<file path="config.mk">
export PLATFORM = sky130hd
export DESIGN_NAME = adc_channel_scan_sequencer_core
export DESIGN_NICKNAME = d
export VERILOG_FILES = /design/src/rtl/core/acss_pkg.sv /design/src/rtl/core/acss_regs.sv /design/src/rtl/core/acss_step.sv /design/src/rtl/core/adc_channel_scan_sequencer_core.sv
export SDC_FILE = /design/constraint.sdc
export NUM_CORES = 1
export LEC_CHECK = 0
export BUFFER_PORTS_ARGS = -buffer_cell sky130_fd_sc_hd__buf_2
export CORE_UTILIZATION = 39
export DETAILED_ROUTE_END_ITERATION = 6
export PLACE_DENSITY = 0.65
export SYNTH_ARGS = -nofsm -noshare
export SYNTH_HDL_FRONTEND = slang
export SYNTH_SLANG_ARGS = --single-unit
</file>
<file path="constraint.sdc">
create_clock -name clk -period 2.9 [get_ports clk]
set_clock_uncertainty 0.1 [all_clocks]
set_input_delay 0.435 -clock clk [delete_from_list [all_inputs] [get_ports clk]]
set_output_delay 0.435 -clock clk [all_outputs]
set_load 0.1 [all_outputs]
</file>
<file path="src/rtl/core/acss_pkg.sv">
// Shared types and constants for the converter channel scan sequencer.
// No dependencies; imported by every module of the block.
`timescale 1ns / 1ps

package acss_pkg;

  localparam int NUM_ENTRIES = 8;
  localparam int ENTRY_W     = 16;
  localparam int IDX_W       = 4;
  localparam int ENTRY_SEL_W = 3;
  localparam int OP_W        = 2;
  localparam int SAMPLE_W    = 10;
  localparam int MUX_W       = 8;
  localparam int SLOT_W      = 6;
  localparam int APB_DATA_W  = 32;
  localparam int APB_ADDR_W  = 5;
  localparam int DEF_LIST_LENGTH = 8;

  localparam int BIT_END     = 15;
  localparam int BIT_DISCARD = 14;
  localparam int SLOT_LSB    = 8;

  typedef enum logic [OP_W-1:0] {
    OP_START    = 2'd0,
    OP_COMPLETE = 2'd1,
    OP_POLL     = 2'd2
  } op_t;

  typedef logic [NUM_ENTRIES-1:0][ENTRY_W-1:0] entry_array_t;

  typedef struct packed {
    logic                start_convert;
    logic [MUX_W-1:0]    mux_code;
    logic                store_enable;
    logic [SLOT_W-1:0]   store_slot;
    logic [SAMPLE_W-1:0] store_value;
    logic                busy_res;
    logic                scan_done;
  } result_t;

endpackage

</file>
<file path="src/rtl/core/acss_regs.sv">
// Channel word register file behind the APB-style configuration port.
// Depends on acss_pkg.
`timescale 1ns / 1ps

module acss_regs import acss_pkg::*; (
  input  logic                  clk,
  input  logic                  rst,
  input  logic                  psel,
  input  logic                  penable,
  input  logic                  pwrite,
  input  logic [APB_ADDR_W-1:0] paddr,
  input  logic [APB_DATA_W-1:0] pwdata,
  output logic [APB_DATA_W-1:0] prdata,
  output logic                  pready,
  output entry_array_t          entries
);

  logic [ENTRY_SEL_W-1:0] sel;
  logic                   wr;

  assign sel    = paddr[APB_ADDR_W-1:2];
  assign pready = 1'b1;
  assign wr     = psel && penable && pwrite;
  assign prdata = {{(APB_DATA_W-ENTRY_W){1'b0}}, entries[sel]};

  always_ff @(posedge clk) begin
    if (rst) begin
      for (int i = 0; i < NUM_ENTRIES; i++) begin
        entries[i] <= ENTRY_W'(1) << BIT_END;
      end
    end else if (wr) begin
      entries[sel] <= pwdata[ENTRY_W-1:0];
    end
  end

endmodule

</file>
<file path="src/rtl/core/acss_step.sv">
// Scan state (index, running, done reported) and the per-request result logic.
// Depends on acss_pkg.
`timescale 1ns / 1ps

module acss_step import acss_pkg::*; #(
  parameter int LIST_LENGTH = DEF_LIST_LENGTH
) (
  input  logic                clk,
  input  logic                rst,
  input  logic                advance,
  input  logic [OP_W-1:0]     opcode,
  input  logic [SAMPLE_W-1:0] sample_value,
  input  entry_array_t        entries,
  output result_t             res
);

  logic [IDX_W-1:0] entry_index, entry_index_next;
  logic             scanning, scanning_next;
  logic             done_reported, done_reported_next;

  logic [IDX_W-1:0]   issue_idx;
  logic               do_issue;
  logic [ENTRY_W-1:0] cur_word;
  logic [ENTRY_W-1:0] issue_word;
  logic               issue_ok;

  assign cur_word   = entries[entry_index[ENTRY_SEL_W-1:0]];
  assign issue_word = entries[issue_idx[ENTRY_SEL_W-1:0]];
  assign issue_ok   = (issue_idx < IDX_W'(LIST_LENGTH)) && !issue_word[BIT_END];

  always_comb begin
    entry_index_next   = entry_index;
    scanning_next      = scanning;
    done_reported_next = done_reported;
    issue_idx          = entry_index;
    do_issue           = 1'b0;
    res                = '0;

    unique case (op_t'(opcode))
      OP_START: begin
        issue_idx          = '0;
        entry_index_next   = '0;
        done_reported_next = 1'b0;
        do_issue           = 1'b1;
      end
      OP_COMPLETE: begin
        if (scanning) begin
          if (!cur_word[BIT_DISCARD]) begin
            res.store_enable = 1'b1;
            res.store_slot   = cur_word[SLOT_LSB +: SLOT_W];
            res.store_value  = sample_value;
          end
          issue_idx        = entry_index + IDX_W'(1);
          entry_index_next = issue_idx;
          do_issue         = 1'b1;
        end
      end
      OP_POLL: begin
        if (!scanning && !done_reported) begin
          done_reported_next = 1'b1;
          res.scan_done      = 1'b1;
        end
      end
      default: ;
    endcase

    if (do_issue) begin
      scanning_next = issue_ok;
      if (issue_ok) begin
        res.start_convert = 1'b1;
        res.mux_code      = issue_word[MUX_W-1:0];
      end
    end

    res.busy_res = scanning_next;
  end

  always_ff @(posedge clk) begin
    if (rst) begin
      entry_index   <= '0;
      scanning      <= 1'b0;
      done_reported <= 1'b0;
    end else if (advance) begin
      entry_index   <= entry_index_next;
      scanning      <= scanning_next;
      done_reported <= done_reported_next;
    end
  end

endmodule

</file>
<file path="src/rtl/core/adc_channel_scan_sequencer_core.sv">
// Top level of the converter channel scan sequencer: request and result registers.
// Depends on acss_pkg, acss_regs and acss_step.
`timescale 1ns / 1ps
//
//  channel   handshake             payload
//  in        in_valid / in_stall   opcode, sample_value
//  out       out_valid / out_stall start_convert .. scan_done
//  cfg       APB psel/penable      paddr, pwdata, prdata
//
//  One request per cycle while the output is not stalled; each result passes through
//  the request register, then the result register, and is set by the scan state update.
//  Synchronous active-high reset restores every channel word to end-of-list.
//  A stalled result holds; one request waits in the request register behind it.

module adc_channel_scan_sequencer_core import acss_pkg::*; #(
  parameter int LIST_LENGTH = DEF_LIST_LENGTH
) (
  input  logic                  clk,
  input  logic                  rst,
  input  logic                  in_valid,
  output logic                  in_stall,
  input  logic [OP_W-1:0]       opcode,
  input  logic [SAMPLE_W-1:0]   sample_value,
  output logic                  out_valid,
  input  logic                  out_stall,
  output logic                  start_convert,
  output logic [MUX_W-1:0]      mux_code,
  output logic                  store_enable,
  output logic [SLOT_W-1:0]     store_slot,
  output logic [SAMPLE_W-1:0]   store_value,
  output logic                  busy_res,
  output logic                  scan_done,
  input  logic                  psel,
  input  logic                  penable,
  input  logic                  pwrite,
  input  logic [APB_ADDR_W-1:0] paddr,
  input  logic [APB_DATA_W-1:0] pwdata,
  output logic [APB_DATA_W-1:0] prdata,
  output logic                  pready
);

  entry_array_t        entries;
  logic                req_valid;
  logic [OP_W-1:0]     req_opcode;
  logic [SAMPLE_W-1:0] req_sample;
  logic                out_ready;
  logic                advance;
  result_t             res;
  result_t             res_q;

  assign out_ready = !out_valid || !out_stall;
  assign advance   = req_valid && out_ready;
  assign in_stall  = req_valid && !out_ready;

  acss_regs u_regs (
    .clk     (clk),
    .rst     (rst),
    .psel    (psel),
    .penable (penable),
    .pwrite  (pwrite),
    .paddr   (paddr),
    .pwdata  (pwdata),
    .prdata  (prdata),
    .pready  (pready),
    .entries (entries)
  );

  acss_step #(
    .LIST_LENGTH (LIST_LENGTH)
  ) u_step (
    .clk          (clk),
    .rst          (rst),
    .advance      (advance),
    .opcode       (req_opcode),
    .sample_value (req_sample),
    .entries      (entries),
    .res          (res)
  );

  always_ff @(posedge clk) begin
    if (rst) begin
      req_valid <= 1'b0;
    end else if (!in_stall) begin
      req_valid <= in_valid;
    end
  end

  always_ff @(posedge clk) begin
    if (in_valid && !in_stall) begin
      req_opcode <= opcode;
      req_sample <= sample_value;
    end
  end

  always_ff @(posedge clk) begin
    if (rst) begin
      out_valid <= 1'b0;
    end else if (out_ready) begin
      out_valid <= advance;
    end
  end

  always_ff @(posedge clk) begin
    if (advance) begin
      res_q <= res;
    end
  end

  assign start_convert = res_q.start_convert;
  assign mux_code      = res_q.mux_code;
  assign store_enable  = res_q.store_enable;
  assign store_slot    = res_q.store_slot;
  assign store_value   = res_q.store_value;
  assign busy_res      = res_q.busy_res;
  assign scan_done     = res_q.scan_done;

endmodule
</file>
# == Word level (Yosys, flattened, before mapping) ==
# Cells that the tools add are included.
# word_totals
regBits,176
inputBits,56
output_inout_bits,63
wordCells,74
# op_classes
n_addsub,1
order_cmp,5
n_eq_ne,3
muxes,19
bitwise_logic,2
reduce_logical,22
# ops
op,count
$bmux W16 S3,3
$bwmux W128,1
$demux W16 S3,1
$mux W16,3
$mux W17,1
$mux W15,1
$lt A3 B4 Y1 const B,3
$mux W9,1
$logic_and A1 B1 Y1,8
$pmux W4 S2,1
$logic_not A1 Y1,7
$add A4 B1 Y4 const B,1
$lt A4 B4 Y1 const B,1
$mux W1,4
$mux W4,1
$pmux W1 S2,2
$reduce_and A2 Y1,2
$ge A3 B1 Y1 const B,1
$reduce_and A3 Y1,1
$reduce_or A3 Y1,1
$eq A2 B1 Y1 const B,1
$eq A2 B2 Y1 const B,1
$logic_not A2 Y1,1
$ne A2 B1 Y1 const B,1
3 further kinds,4

# == Longest topological paths before layout ==
# Gate-level depths: netlist of run 1.
# logic_depth
ltp_word,8
mapped_depth,9
depth_no_buf,7

# == Modules after synthesis ==
# Synthesis of run 1 repeated with hierarchy kept, for this count alone.
# hier_totals
hier_cells,936
area_unflattened_um2,9196.3
# by_module_without_submodules
module,instances,cells_per_inst,area_each_um2,seq_area_each_um2
acss_regs,1,688,6125.9,2562.5
acss_step,1,198,1783.0,120.1
adc_channel_scan_sequencer_core,1,50,1287.5,1241.2

# == Worst setup path after synthesis of run 1 ==
# OpenSTA, ideal clock, no wires.
# synth_timing
path_kind,input -> output
start,input port paddr[2]
end,output port prdata[8]
t_arrival_ps,3624
required_time_ps,2365
slack_ps,-1259
stages,7
path_buffers,3
path_cell_list,buf_2 clkbuf_1 buf_2 mux2i_1 nor2_1 a21oi_1 o21ai_0
# synth_between
elab_chain_len,2
# synth_lines
item,line_no,rtl
"start, declared",adc_channel_scan_sequencer_core.sv:36,"input logic [APB_ADDR_W-1:0] paddr,"
$bmux W16 S3,acss_regs.sv:24,"assign prdata = {{(APB_DATA_W-ENTRY_W){1'b0}}, entries[sel]};"
$mux W16 (implied by the code),acss_regs.sv:24,
"end, declared",adc_channel_scan_sequencer_core.sv:38,"output logic [APB_DATA_W-1:0] prdata,"
# Every way passes these cells. The select of a mux whose other input is x is not followed.

# == Worst setup path after layout of run 1 ==
# layout_timing
start,register req_opcode[0]
end,"register res_q, in the netlist mux_code[2] (data pin)"
# layout_between
elab_chain_len,7
elab_cells_between_ends,10
classes_between,1 x order compare; 1 x eq/ne; 4 x mux; 4 x reduce/logical
# layout_lines
item,line_no,rtl
"start, declared",adc_channel_scan_sequencer_core.sv:44,logic [OP_W-1:0] req_opcode;
"start signal, assigned",adc_channel_scan_sequencer_core.sv:90,req_opcode <= opcode;
$eq A2 B1 Y1 or $logic_not A2 Y1 (tied branches),acss_step.sv:39,unique case (op_t'(opcode))
$pmux W4 S2,acss_step.sv:39,
$bmux W16 S3,acss_step.sv:28,assign issue_word = entries[issue_idx[ENTRY_SEL_W-1:0]];
$mux W16 (implied by the code),acss_step.sv:28,
$logic_not A1 Y1,acss_step.sv:29,assign issue_ok = (issue_idx < IDX_W'(LIST_LENGTH)) && !issue_word[BIT_END];
$logic_and A1 B1 Y1,acss_step.sv:29,
$reduce_and A2 Y1 (no source line),--,
"end signal, assigned",adc_channel_scan_sequencer_core.sv:105,res_q <= res;
"end, declared",adc_channel_scan_sequencer_core.sv:49,result_t res_q;
# Parallel ways exist; a longest one is shown, timed or not. The select of a mux whose other input is x is not followed.
# A chain may end at the register's enable or synchronous reset.

==> reports/results.md, run 1 <==
### Worst hold path
* class of the most critical hold timing path: primary input to flop

### Clock network
* post-CTS resize count: 0
* clock root buffer master: sky130_fd_sc_hd__clkbuf_16
* number of buffers on the longest clock path: 2
* total clock buffers created by CTS: 17
* number of H-tree levels: 4
* CTS clk-pin slew, worst paths: 0.07 ns
* clock insertion delay at the later pin of the skew report: 0.44 ns
* number of clock sinks seen by CTS: 176
* TritonCTS clock tree: yes
* count of hold buffers inserted by post-cts repair: 0
* postcts setup bufs: 0

### Pwr
* ratio of total power to cell area: 530.9 nW/um2
* clock share of power: 0.449
* switching share of total power: 0.2696
* Logic pwr share: 0.119
* cell-internal power: 4.349 mW
* net switching power: 1.605 mW
* sequential group share of total power: 0.432
* VDD IR-drop max: 0.3878 mV
* static leakage: 4.105 nW

### Setup path
* slack of the worst reg-to-reg path: 0.27 ns
* Largest delay share family, worst path: compound AO/OA/AOI/OAI gates
* number of logic stages on the critical path including buffering: 6
* crit path launch type: flop
* timing endpoint of the critical path: mux_code[2]$_SDFFCE_PN0P_
* longest individual stage delay on the worst path: 0.81 ns
* R2R depth: 6
* arrival time at the worst endpoint: 2.72 ns
* CP Data Required Time: 2.98 ns
* terminus of the critical flop-to-flop path: mux_code[2]$_SDFFCE_PN0P_
* Buffers & Inverters on Critical Path: 0
* R2R Path Start: req_opcode[0]$_DFFE_PP_
* cell with the largest stage delay on the worst path: sky130_fd_sc_hd__o21bai_1
* Crit Path Max Fanout: 13
* startpoint-to-endpoint class of the critical path: flop to flop
* series of cell instances along the critical path: nor2b_1 -> o21bai_1 -> o211ai_1 -> o211ai_1 -> nor2_1 -> o311a_1
* Worst path most repeated cell: sky130_fd_sc_hd__o211ai_1
* Worst setup EP type: flop
* CP Launch Point: req_opcode[0]$_DFFE_PP_

### Global route
* global route overflow: 0
* number of global-route vias before repair: 7,944
* number of antenna violations at the first check in global routing: 3
* Total GRT Usage: 0.2433
* global-route wire length before repair: 45.32 mm
* largest net degree at the start of global routing: 121

### Cells and area
* net total in the final layout: 1,267
* Layout fillers: 2,304
* layout overhead on the synthesized area: 19.39%
* post-layout instance area: 11,220 um2
* layout cells sized above 1: 0.2069
* non-filler instance count after layout: 1,544

### STA
* PnR worst setup slack: 0.2671 ns
* setup repair after global routing missed its margin: false
* Setup Viol. Count Final: 0
* post-route fraction of the period consumed by the critical path: 0.9079
* Final Slew Violations: 0
* Tightest Pin Transition: 1.029 ns
* worst hold-check slack: 0.06905 ns
* relative slew slack: 0.3124
* upper clock frequency limit: 379.8 MHz
* summed negative setup slack over all endpoints: 0 ns
* final worst path period need: 2.633 ns
* number of hold violations in the final report: 0

### Placement
* IO Port Bufs: 83
* routability congestion estimate: 0.8713
* placed instance area: 10,530 um2
* number of instances in the placed design: 1,510
* sum of net half-perimeters after detailed placement: 20.59 mm
* placement-stage worst setup slack: 0.3063 ns

### Yosys
* xor/xnor share of the synthesized area: 0.0009323
* library cell with the largest summed area after synthesis: sky130_fd_sc_hd__dfxtp_1
* Async S/R FF share, synth: 0
* number of synthesized flops with an enable pin: 40
* most used standard cells in the synthesized netlist: 319 x sky130_fd_sc_hd__nand2_1, 146 x sky130_fd_sc_hd__a21oi_1, 136 x sky130_fd_sc_hd__dfxtp_1
* simple-gate area share of the yosys netlist: 0.2023
* fraction of the mapped netlist area in adder cells: 0.001332
* fraction of the mapped netlist area in compound gates: 0.2050
* YS warnings: 0
* main combinational cell family by area after synthesis: compound AO/OA/AOI/OAI gates
* largest cells by area after synthesis: sky130_fd_sc_hd__dfxtp_1 29%, sky130_fd_sc_hd__edfxtp_1 13%, sky130_fd_sc_hd__nand2_1 13%
* fraction of synthesized area in multiplexers: 0.1068
* most instantiated library cell after synthesis: sky130_fd_sc_hd__nand2_1
* FF+latch count, synth: 176
* number of unique standard cell types used by synthesis: 61
* gate count of the mapped netlist: 1,130
* fraction of post-synthesis cell area in the top cell type by area: 0.2898
* register area share after synthesis: 0.4177
* prevailing post-synth register cell: sky130_fd_sc_hd__dfxtp_1
* summed instance area of the synthesized netlist: 9394 um2
* Synth Area per Inst: 8.313 um2

### Detailed routing
* met2 WL: 13.59 mm
* routed via count divided by cell count: 5.682
* Detail Route Antenna Nets: 0
* total DRC errors in the routed layout: 0
* met3 WL: 2.439 mm
* number of iterations in the first detailed-routing pass: 7
* total via count in the routed design: 8,773
* Metal-1 WL: 12.67 mm
* drt wl/cell: 19.04 um
* top layer used by detailed routing: met5
* Initial DRC Count: 1,023
* total wire length after detailed routing: 29.40 mm

### Outcome
* status: complete, no violations

### Die
* Die Footprint: 24,710 um2
* Initial Util: 0.3990
* Rows: 56
* chip height: 157.2 um
* core area: 23,540 um2
* # IOs: 119
* width of the die: 157.2 um

### Run
* count of max-cap constraint violations: 0

-- worst min path at each step --
stage                                     startpoint  depth (start not counted)                          endpoint
floorplan            u_regs.entries[46]$_SDFFE_PP0P_                          2   u_regs.entries[46]$_SDFFE_PP0P_
global placement    u_regs.entries[126]$_SDFFE_PP0P_                          2  u_regs.entries[126]$_SDFFE_PP0P_
detailed placement   u_regs.entries[61]$_SDFFE_PP0P_                          2   u_regs.entries[61]$_SDFFE_PP0P_
CTS                                  sample_value[0]                          1           req_sample[0]$_DFFE_PP_
global route                               opcode[0]                          1           req_opcode[0]$_DFFE_PP_
finish                               sample_value[0]                          1           req_sample[0]$_DFFE_PP_
-- layout by cell type (no fill, tap or decap), types with 7 or more instances in the layout --
cell type,instances
sky130_fd_sc_hd__nand2_1,319
sky130_fd_sc_hd__a21oi_1,146
sky130_fd_sc_hd__dfxtp_1,135
sky130_fd_sc_hd__buf_4,73
sky130_fd_sc_hd__buf_2,72
sky130_fd_sc_hd__nor2_1,68
sky130_fd_sc_hd__edfxtp_1,40
sky130_fd_sc_hd__mux2i_1,26
sky130_fd_sc_hd__a22oi_1,24
sky130_fd_sc_hd__mux4_2,24
sky130_fd_sc_hd__o21ai_0,19
sky130_fd_sc_hd__mux2_2,18
sky130_fd_sc_hd__a211oi_1,17
sky130_fd_sc_hd__conb_1,17
sky130_fd_sc_hd__clkbuf_16,17
sky130_fd_sc_hd__o211ai_1,16
sky130_fd_sc_hd__buf_12,12
sky130_fd_sc_hd__inv_1,11
sky130_fd_sc_hd__and2_1,10
sky130_fd_sc_hd__nor3_1,9
sky130_fd_sc_hd__nand3b_1,8
sky130_fd_sc_hd__a221oi_1,7
sky130_fd_sc_hd__nand2b_1,7
sky130_fd_sc_hd__a211o_1,7
sky130_fd_sc_hd__nor4_1,7
-- metrics by stage --
stage                     power (mW)  utilization
final                          5.954       0.4764
after global routing           6.121       0.4763
after CTS                      5.977       0.4762
after detailed placement       3.329       0.4474
after global placement         3.323       0.4474
after floorplan                3.157            -
-- kinds of logic (layout without fill, tap and decap cells) --
family,after synthesis,count (layout)
multiplexers,68,68
buffers and inverters,125,203
flip-flops,176,176
AO/OA/AOI/OAI,301,301
AND/OR/NAND/NOR,456,456
other,2,19
XOR/XNOR,1,1
adder cells (fa/ha/maj),1,1
-- power by group through the flow --
stage	clock network (mW)	registers, mW	logic, mW
finish	2.68	2.57	0.706
floorplan	0	2.72	0.432
CTS	2.70	2.57	0.704
detailed placement	0	2.63	0.702
global placement	0	2.63	0.697
global route	2.80	2.58	0.742
-- registers in the layout, summed over array words and instances, names as in the netlist, 2 cells and up --
| name | count |
|---|---|
| u_regs.entries | 128 |
| req_sample | 10 |
| store_value | 10 |
| mux_code | 8 |
| store_slot | 6 |
| u_step.entry_index | 4 |
| req_opcode | 2 |
-- per-layer routing --
metal  track usage  vias to the layer above
li1              -                     4129
met1        0.3370                     4171
met2        0.3778                      417
met3       0.04268                       54
met4       0.08969                        2
met5             0                        -
-- layout make-up --
class | instances | area (um2) | area share
tap | 319 | 399.1 | 0.03559
inverter | 14 | 52.55 | 0.004685
timing repair buffer | 157 | 1149 | 0.1024
clock inverter | 15 | 252.7 | 0.02253
sequential | 176 | 3925 | 0.3500
antenna | 2 | 5.005 | 0.0004462
multi-input combinational | 844 | 5007 | 0.4465
clock buffer | 17 | 425.4 | 0.03793
(Power assumes the default switching activity.)
==> run 2: changes to the inputs <==
--- a/config.mk
+++ b/config.mk
@@ -6,9 +6,10 @@
 export NUM_CORES = 1
 export LEC_CHECK = 0
 export BUFFER_PORTS_ARGS = -buffer_cell sky130_fd_sc_hd__buf_2
+export CORE_MARGIN = 2
 export CORE_UTILIZATION = 39
 export DETAILED_ROUTE_END_ITERATION = 6
-export PLACE_DENSITY = 0.65
+export REMOVE_ABC_BUFFERS = 1
 export SYNTH_ARGS = -nofsm -noshare
 export SYNTH_HDL_FRONTEND = slang
 export SYNTH_SLANG_ARGS = --single-unit
==> run 2 against run 1 <==
- total power shrank 5.8%
- cell count grew 0.19%
- sequential share of layout area grew 0.25 points
- flip-flop and latch count is the same
- non-clock buffer count grew 4
- wire length grew 7.4%
- count of clock-buffer cells in the layout is the same
- sequential power is essentially flat
- core utilization shrank 0.34 points
- largest cell class unchanged
==> reports/results.md, run 2 (synthesis results as in run 1) <==
### Clock network
* post-CTS resize count: 0, unchanged
* count of hold buffers inserted by post-cts repair: 0, unchanged
* postcts setup bufs: 0, unchanged
* CTS clk-pin slew, worst paths: 0.08 ns, about the same
* number of clock sinks seen by CTS: 176, unchanged
* clock root buffer master: sky130_fd_sc_hd__clkbuf_16
* number of H-tree levels: 4, unchanged
* total clock buffers created by CTS: 17, unchanged
* number of buffers on the longest clock path: 2, unchanged
* TritonCTS clock tree: yes
* clock insertion delay at the later pin of the skew report: 0.45 ns, about the same

### Pwr
* clock share of power: 0.411, -0.038
* cell-internal power: 3.880 mW, -11%
* net switching power: 1.726 mW, +7.5%
* switching share of total power: 0.3079, +0.03829
* power after layout: 5.607 mW, -5.8%
* static leakage: 4.087 nW, -0.44%
* sequential group share of total power: 0.458, +0.026
* Logic pwr share: 0.131, +0.012
* VDD IR-drop max: 0.3904 mV, +0.66%
* ratio of total power to cell area: 503.5 nW/um2, -5.2%

### STA
* PnR worst setup slack: 0.2097 ns, -0.05746 ns
* summed negative setup slack over all endpoints: 0 ns, unchanged
* setup repair after global routing missed its margin: false
* Setup Viol. Count Final: 0, unchanged
* post-route fraction of the period consumed by the critical path: 0.9277, +0.01981
* Tightest Pin Transition: 1.079 ns, +0.04999 ns
* number of hold violations in the final report: 0, unchanged
* relative slew slack: 0.2750, -0.03744
* Final Slew Violations: 0, unchanged
* upper clock frequency limit: 371.7 MHz, -2.1%
* final worst path period need: 2.690 ns, +0.05746 ns

### Cells and area
* leading cell type in the layout, fill and taps excluded: sky130_fd_sc_hd__nand2_1
* net total in the final layout: 1,271, +0.32%
* commonest non-fill, non-tap cells in the layout: 319 x sky130_fd_sc_hd__nand2_1, 146 x sky130_fd_sc_hd__a21oi_1, 135 x sky130_fd_sc_hd__dfxtp_1
* layout cells sized above 1: 0.2029, -0.003934
* layout overhead on the synthesized area: 18.54%
* post-layout utilization of the core: 0.4730, -0.003401
* post-layout instance area: 11,140 um2, -0.71%
* most flop-heavy register: u_regs.entries
* flip-flop count of the largest register after layout: 128, unchanged
* Layout fillers: 2,314, +0.43%

### Placement
* IO Port Bufs: 83, unchanged
* placed instance area: 10,540 um2, +0.11%
* placement-stage worst setup slack: 0.2367 ns, -0.06956 ns
* sum of net half-perimeters after detailed placement: 21.42 mm, +4.0%
* routability congestion estimate: 0.9074, +4.1%

### Global route
* number of global-route vias before repair: 8,195, +3.2%
* largest net degree at the start of global routing: 65, -46%
* Total GRT Usage: 0.2467, +0.003413
* global-route wire length before repair: 48.40 mm, +6.8%
* number of antenna violations at the first check in global routing: 2, -1
* global route overflow: 0, unchanged

### Die
* chip height: 159.2 um, +1.3%
* Die Footprint: 25,340 um2, +2.6%
* Rows: 56, unchanged
* # IOs: 119, unchanged
* width of the die: 159.2 um, +1.3%
* Initial Util: 0.3990, unchanged
* core area: 23,540 um2, unchanged

### Setup path
* Crit Path Max Fanout: 32, +19
* crit path launch type: primary input
* arrival time at the worst endpoint: 2.16 ns, -0.56 ns
* Worst setup EP type: primary output
* CP Data Required Time: 2.37 ns, -0.61 ns
* startpoint-to-endpoint class of the critical path: primary input to primary output

### Run
* count of max-cap constraint violations: 0, unchanged

### Outcome
* status: complete, no violations

### Detailed routing
* total via count in the routed design: 8,894, +1.4%
* total DRC errors in the routed layout: 0, unchanged
* total wire length after detailed routing: 31.57 mm, +7.4%
* routed via count divided by cell count: 5.749, +1.2%
* drt wl/cell: 20.41 um, +7.2%
* Detail Route Antenna Nets: 0, unchanged
* number of iterations in the first detailed-routing pass: 5, -2
* Initial DRC Count: 938, -8.3%

### Worst hold path
* class of the most critical hold timing path: primary input to flop

-- run 2: power groups by stage --
stage | Sequential (mW) | Combinational (mW) | Clock [mW]
after global placement | 2.62 | 0.720 | 0
final | 2.57 | 0.733 | 2.31
after global routing | 2.57 | 0.763 | 2.44
after CTS | 2.57 | 0.725 | 2.34
after detailed placement | 2.62 | 0.722 | 0
after floorplan | 2.75 | 0.305 | 0
-- run 2: worst paths after layout --
| kind | from | endpoint | slack, ns | cells past startpoint |
|---|---|---|---|---|
| min | sample_value[2] | req_sample[2]$_DFFE_PP_ | 0.06 | 1 |
| min reg2reg | u_regs.entries[108]$_SDFFE_PP0P_ | u_regs.entries[108]$_SDFFE_PP0P_ | 0.37 | 2 |
| max | paddr[2] | prdata[11] | 0.21 | 7 |
| max reg2reg | u_step.scanning$_SDFFE_PP0P_ | mux_code[5]$_SDFFCE_PN0P_ | 0.24 | 8 |
-- run 2: per-layer routing --
layer / vias to the layer above / routed length, um / GRT usage
li1: 4138 / - / -
met1: 4176 / 13460 / 0.3475
met2: 504 / 14040 / 0.3796
met3: 74 / 3035 / 0.04168
met4: 2 / 1013 / 0.09421
met5: - / 11 / 0
-- run 2: critical path: stages --
cell	delay, ns
sky130_fd_sc_hd__buf_2	0.10
sky130_fd_sc_hd__buf_12	0.23
sky130_fd_sc_hd__inv_2	0.17
sky130_fd_sc_hd__nor2_1	0.42
sky130_fd_sc_hd__a22oi_1	0.16
sky130_fd_sc_hd__o221ai_1	0.38
sky130_fd_sc_hd__buf_12	0.23
-- run 2: layout make-up --
| type | instances | area (um2) | share of cell area |
|---|---|---|---|
| inverters | 14 | 52.55 | 0.004719 |
| flip-flops and latches | 176 | 3925 | 0.3525 |
| multi-input cells | 844 | 4936 | 0.4433 |
| repair buffers | 161 | 1231 | 0.1106 |
| clock buffers | 17 | 425.4 | 0.03820 |
| well taps | 319 | 399.1 | 0.03584 |
| clock inverters | 15 | 163.9 | 0.01472 |
| diodes | 1 | 2.502 | 0.0002247 |
-- run 2: per-stage QoR --
stage / hold WS (ns) / std cells
2_1_floorplan: 0.3366 / 1034
6_report: 0.06019 / 1547
3_3_place_gp: 0.3530 / 1514
5_1_grt: 0.04919 / 1546
3_5_place_dp: 0.3617 / 1514
4_1_cts: 0.04916 / 1546
